$ cat src/rtl/lzte_pkg.sv
`default_nettype none

package lzte_pkg;

  localparam int unsigned BYTE_W   = 8;
  localparam int unsigned LIMIT_W  = 13;
  localparam int unsigned PHRASE_W = 12;
  localparam int unsigned OUT_DATA_W = 24;  // phrase_id + follow_byte, byte padded

  localparam logic [LIMIT_W-1:0] LIMIT_RESET = 13'd4096;

  // controller -> datapath
  typedef struct packed {
    logic accept;       // latch the incoming byte and last flag
    logic load_head;    // walk pointer <= first child of cursor
    logic step;         // walk pointer <= next sibling
    logic take_match;   // cursor <= walk pointer
    logic emit_match;   // load flush token
    logic emit_miss;    // load normal token
    logic ins1;         // write new node entry
    logic ins2;         // link new node under cursor, bump free id
    logic to_root;      // cursor back to root
    logic clear_dict;   // reset root list and free id
  } ctl_cmd_t;

  // datapath -> controller
  typedef struct packed {
    logic walk_zero;
    logic byte_match;
    logic last;
    logic can_insert;
    logic out_free;
  } ctl_sts_t;

endpackage

`default_nettype wire

$ cat src/rtl/lzte_ctrl.sv
`default_nettype none

module lzte_ctrl import lzte_pkg::*; (
  input  wire logic     clk,
  input  wire logic     rst,
  input  wire logic     s_tvalid,
  output logic          s_tready,
  output ctl_cmd_t      cmd,
  input  wire ctl_sts_t sts
);

  typedef enum logic [9:0] {
    ST_IDLE  = 10'b00_0000_0001,
    ST_FC    = 10'b00_0000_0010,
    ST_HEAD  = 10'b00_0000_0100,
    ST_TEST  = 10'b00_0000_1000,
    ST_CMP   = 10'b00_0001_0000,
    ST_HIT   = 10'b00_0010_0000,
    ST_MISS  = 10'b00_0100_0000,
    ST_INS1  = 10'b00_1000_0000,
    ST_INS2  = 10'b01_0000_0000,
    ST_DONE  = 10'b10_0000_0000
  } state_t;

  state_t state, state_next;

  assign s_tready = (state == ST_IDLE);

  always_ff @(posedge clk) begin
    if (rst) begin
      state <= ST_IDLE;
    end else begin
      state <= state_next;
    end
  end

  always_comb begin
    state_next = state;
    cmd        = '0;
    case (state)
      ST_IDLE: begin
        if (s_tvalid) begin
          cmd.accept = 1'b1;
          state_next = ST_FC;
        end
      end
      // first-child read of the cursor is in flight
      ST_FC: begin
        state_next = ST_HEAD;
      end
      ST_HEAD: begin
        cmd.load_head = 1'b1;
        state_next    = ST_TEST;
      end
      ST_TEST: begin
        state_next = sts.walk_zero ? ST_MISS : ST_CMP;
      end
      ST_CMP: begin
        if (sts.byte_match) begin
          state_next = ST_HIT;
        end else begin
          cmd.step   = 1'b1;
          state_next = ST_TEST;
        end
      end
      ST_HIT: begin
        if (!sts.last) begin
          cmd.take_match = 1'b1;
          state_next     = ST_IDLE;
        end else if (sts.out_free) begin
          cmd.emit_match = 1'b1;
          cmd.clear_dict = 1'b1;
          state_next     = ST_IDLE;
        end
      end
      ST_MISS: begin
        if (sts.out_free) begin
          cmd.emit_miss = 1'b1;
          state_next    = sts.can_insert ? ST_INS1 : ST_DONE;
        end
      end
      ST_INS1: begin
        cmd.ins1   = 1'b1;
        state_next = ST_INS2;
      end
      ST_INS2: begin
        cmd.ins2   = 1'b1;
        state_next = ST_DONE;
      end
      ST_DONE: begin
        cmd.to_root    = 1'b1;
        cmd.clear_dict = sts.last;
        state_next     = ST_IDLE;
      end
      default: begin
        state_next = ST_IDLE;
      end
    endcase
  end

endmodule

`default_nettype wire

$ cat config.mk
export PLATFORM = sky130hd
export DESIGN_NAME = lzte_ctrl
export DESIGN_NICKNAME = d
export VERILOG_FILES = /design/src/rtl/lzte_pkg.sv /design/src/rtl/lzte_ctrl.sv
export SDC_FILE = /design/constraint.sdc
export NUM_CORES = 1
export LEC_CHECK = 0
export ABC_AREA = 1
export BUFFER_PORTS_ARGS = -buffer_cell sky130_fd_sc_hd__buf_2
export CELL_PAD_IN_SITES_DETAIL_PLACEMENT = 0
export CELL_PAD_IN_SITES_GLOBAL_PLACEMENT = 2
export CORE_MARGIN = 1
export CORE_UTILIZATION = 25
export DETAILED_ROUTE_END_ITERATION = 10
export HOLD_SLACK_MARGIN = 0.03
export PLACE_DENSITY_LB_ADDON = 0.2
export SLEW_MARGIN = 5
export SYNTH_ARGS = -nofsm -noshare
export SYNTH_HDL_FRONTEND = slang
export SYNTH_SLANG_ARGS = --single-unit
$ cat constraint.sdc
create_clock -name clk -period 1.63 [get_ports clk]
set_clock_uncertainty 0.05 [all_clocks]
set_input_delay 0.0815 -clock clk [delete_from_list [all_inputs] [get_ports clk]]
set_output_delay 0.0815 -clock clk [all_outputs]
set_load 0.03 [all_outputs]
Yosys cells after proc, flatten, opt, wreduce, memory -nomap -nowiden
Cells that the tools add are included.

cells by class
  muxes and demuxes = 22
  reduce and logical (&&, ||, !) cells = 1
  equal/unequal tests = 13

operator list
  cell                                                                    number
  10-bit case mux with 9 select lines                                     1
  10-bit 2-to-1 mux                                                       5
  1-bit 2-to-1 mux                                                        12
  10-bit by 1-bit equality test with 1-bit output, second input constant  1
  10-bit equality test, second input constant                             1
  10-bit by 2-bit equality test with 1-bit output, second input constant  1
  10-bit by 3-bit equality test with 1-bit output, second input constant  1
  10-bit by 4-bit equality test with 1-bit output, second input constant  1
  10-bit by 5-bit equality test with 1-bit output, second input constant  1
  10-bit by 6-bit equality test with 1-bit output, second input constant  1
  10-bit by 7-bit equality test with 1-bit output, second input constant  1
  10-bit by 8-bit equality test with 1-bit output, second input constant  1
  10-bit by 9-bit equality test with 1-bit output, second input constant  1
  7-bit 2-to-1 mux                                                        1
  6-bit 2-to-1 mux                                                        1
  2-bit != test, second input constant                                    2
  3-bit != test, second input constant                                    1
  3-bit AND reduction                                                     1
  2-bit 2-to-1 mux                                                        1
  1-bit case mux with 2 select lines                                      1

storage, ports and cells
  word-level logic and storage cells = 37
  register bits = 10
  bits of input ports = 8

Logic depth before layout (Yosys ltp)
  word-level depth = 3
  depth in mapped cells = 11
  depth with buffers taken out = 11

Worst setup path after synthesis
OpenSTA, ideal clock, no wires.

  path kind = flip-flop to output port
  start point = register state[4]
  end point = output cmd[0] (netlist bit)
  arrival = 2,054 ps
  cell stages (with the launch flop) = 6
  setup slack = -556 ps
  buffers on the path = 0
  path through = dfxtp_1 -> nor2_2 -> nand2_2 -> nor4_1 -> nand2_1 -> o21ai_0

RTL lines
  item                    line             text
  from (decl)             lzte_ctrl.sv:25  state_t state, state_next;
  from (signal assigned)  lzte_ctrl.sv:33  state <= state_next;
  to (decl)               lzte_ctrl.sv:8   output ctl_cmd_t cmd,

==> results.py <==
metrics = {
    "layout": {
        "top_regs": "state x10",
        "nets": 162,
        "area_growth_pct": 37.2,
        "largest_reg_flops": 10,
        "final_cells": 184,
        "antenna_cells": 0,
        "drive_gt1_share_pct": 38.6,
        "largest_register": "state",
    },
    "clocking": {
        "cts_buffer_depth": 2,
        "root_buffer": "clkbuf_4",
        "htree_levels": 1,
        "numCtsBuffers": 3,
        "cts_tree": "done",
        "clock_sinks": 10,
        "path_clk_slew_ps": 70,
        "clk_latency_ps": 270,
    },
    "timing": {
        "hold_slack_ps": 47.1,
        "drv_slew": 0,
        "layout_min_cycle_time_ps": 1560,
        "worst_slack_ps": 71.2,
        "finalHoldViolCount": 0,
        "rsz0062_at_grt": "true",
        "max_slew_margin_pct": 84.2,
        "setup_viol": 0,
        "worstMarginPinSlew_ps": 235,
        "fmax_mhz": 642,
        "layout_worst_path_cycle_share_pct": 95.6,
    },
    "synthesis": {
        "synth_area_leaders": "dfxtp_1 (27%), nor2_1 (16%), inv_1 (14%), nand2_1 (9.5%), nand3_1 (6.0%)",
        "yosysTopAreaCellShare_pct": 26.8,
        "yosysWarnings": 0,
        "avgSynthCellArea_um2": 5.79,
        "ys_ff_latch": 10,
        "synthesis.nets": 137,
        "ys_dominant_reg_cell": "dfxtp_1",
        "synth.most_common_cell": "nor2_1",
        "async_reset_ff_share_pct": 0,
        "mappedNetlistArea_um2": 747,
        "synth-edff-count": 0,
        "synth_top_cell_by_area": "dfxtp_1",
        "ys_types": 18,
        "synthCells": 129,
        "ys_seq_area_share_pct": 26.8,
        "synthTopCellsByCount": "nor2_1 (31), inv_1 (28), nand2_1 (19), dfxtp_1 (10), nand3_1 (9)",
    },
    "die": {
        "core-area_mm2": 0.00281,
        "start_util_pct": 26.6,
        "rows": 19,
        "dieArea_mm2": 0.00321,
        "die_h_um": 56.7,
        "pin_count": 19,
        "die_w_um": 56.7,
    },
    "routing": {
        "firstDrtPassIters": 7,
        "antenna_left": 0,
        "drt-total-wl_mm": 2.04,
        "detailroute.via_count": 815,
        "wl_per_cell_um": 11.1,
        "vias_per_cell": 4.43,
        "drc": 6,
        "drt_iter0_drc": 17,
    },
    "power_and_ir_drop": {
        "pwr-share-comb_pct": 24.2,
        "internal_power_w": 0.000437,
        "switchingPower_w": 0.000201,
        "vdd_ir_drop_max_uv": 292,
        "p_leak_nw": 0.564,
        "pwr_density_cell_mw_per_mm2": 623,
        "p_sw_share_pct": 31.5,
        "pwr-share-clk_pct": 35.9,
        "power_frac_seq_pct": 40.0,
        "finalPower_w": 0.000638,
    },
    "critical_path": {
        "crit_required_ps": 1500,
        "critical_path_class": "reg -> out",
        "critPathMaxFanout": 3,
        "crit_arrival_ps": 1430,
        "crit_path_end_kind": "primary output",
        "critPathLaunchType": "flip-flop",
    },
    "grt": {
        "grt_max_degree": 7,
        "overflow": 0,
        "antenna_found_initial": 0,
        "grt_use_total_pct": 14.1,
        "grt_pass1_wl_mm": 3.43,
        "grt_pass1_vias": 740,
    },
    "placed_design": {
        "dpl.hpwl_mm": 1.70,
        "dp_cells": 178,
        "post-place-ws_ps": 144,
        "gp_congestion": 0.812,
        "io_buffers": 18,
    },
    "run": {
        "drv_cap": 0,
    },
    "run_status": {
        "violations": "DRC",
        "status": "complete, but fails checks",
    },
    "worst_hold_path": {
        "hold_class": "in -> reg",
    },
}
[layout by cell type, fill, tap and decap left out, drive strengths merged]
cell and count:
dlygate4sd3 1, o21ai 2, nor3 2, a31oi 1
nand3b 1, nand2 25, clkbuf 5, clkinvlp 1
nor4 1, nor2 38, a21oi 2, nand3 13
buf 18, nand4 2, inv 31, dfxtp 10
[per-stage QoR]
step	setup TNS [ps]	util (%)	area (um2)
3_3_place_gp	0	31.8	891
2_1_floorplan	0	-	762
4_1_cts	0	33.5	940
6_report	0	36.5	1020
5_1_grt	-75.0	36.5	1020
3_5_place_dp	0	31.8	891
[worst paths after layout]
check,from,to,slack [ps],cells past startpoint
worst max-delay path,state[4],cmd[0],70,6
worst min-delay path,s_tvalid,state[1],50,3
worst max register to register,state[9],state[5],110,9
worst min register to register,state[6],state[6],490,2
[final cells by class]
cell class | count | area, um2
Sequential cell | 10 | 206
Tap cell | 31 | 38.8
Timing Repair Buffer | 20 | 123
Clock buffer | 4 | 36.3
Inverter | 32 | 129
Multi-Input combinational cell | 87 | 492
Fill cell | 334 | 1780
[logic make-up after synthesis]
logic type / count (synthesis) / synth area share, %
compound gates: 5 / 3.52
flops: 10 / 26.8
buf+inv: 32 / 16.4
simple gates: 82 / 53.3
[worst max-delay path, cell delays in order (launching register included)]
cell,delay [ps]
dfxtp_2,350
nor2_4,150
nand2_4,90
nor4_4,240
nand2_1,80
o21ai_1,70
buf_4,170
[power groups by stage]
| stage | clock network [W] | logic [W] | registers [W] |
|---|---|---|---|
| after floorplan | 0 | 0.000103 | 0.000259 |
| after global placement | 0 | 0.000141 | 0.000260 |
| after detailed placement | 0 | 0.000140 | 0.000260 |
| after CTS | 0.000234 | 0.000143 | 0.000254 |
| after global routing | 0.000251 | 0.000172 | 0.000256 |
| final | 0.000229 | 0.000154 | 0.000255 |
[metal layers]
| metal | global-route usage (%) | vias up | share of wire (%) |
|---|---|---|---|
| li1 | - | 433 | - |
| met1 | 18.3 | 361 | 47 |
| met2 | 21.9 | 17 | 47 |
| met3 | 4.84 | 4 | 5.1 |
| met4 | 4.29 | 0 | 0.88 |
| met5 | 0 | - | 0 |
[timing repair]
action                     CTS  global route
hold endpoints to repair     2             0
hold buffers                 1             0
gates resized for setup      1            31
buffers inserted             0             1
pin swaps                    2             5
setup endpoints to repair    1            15
(Power assumes the default switching activity.)
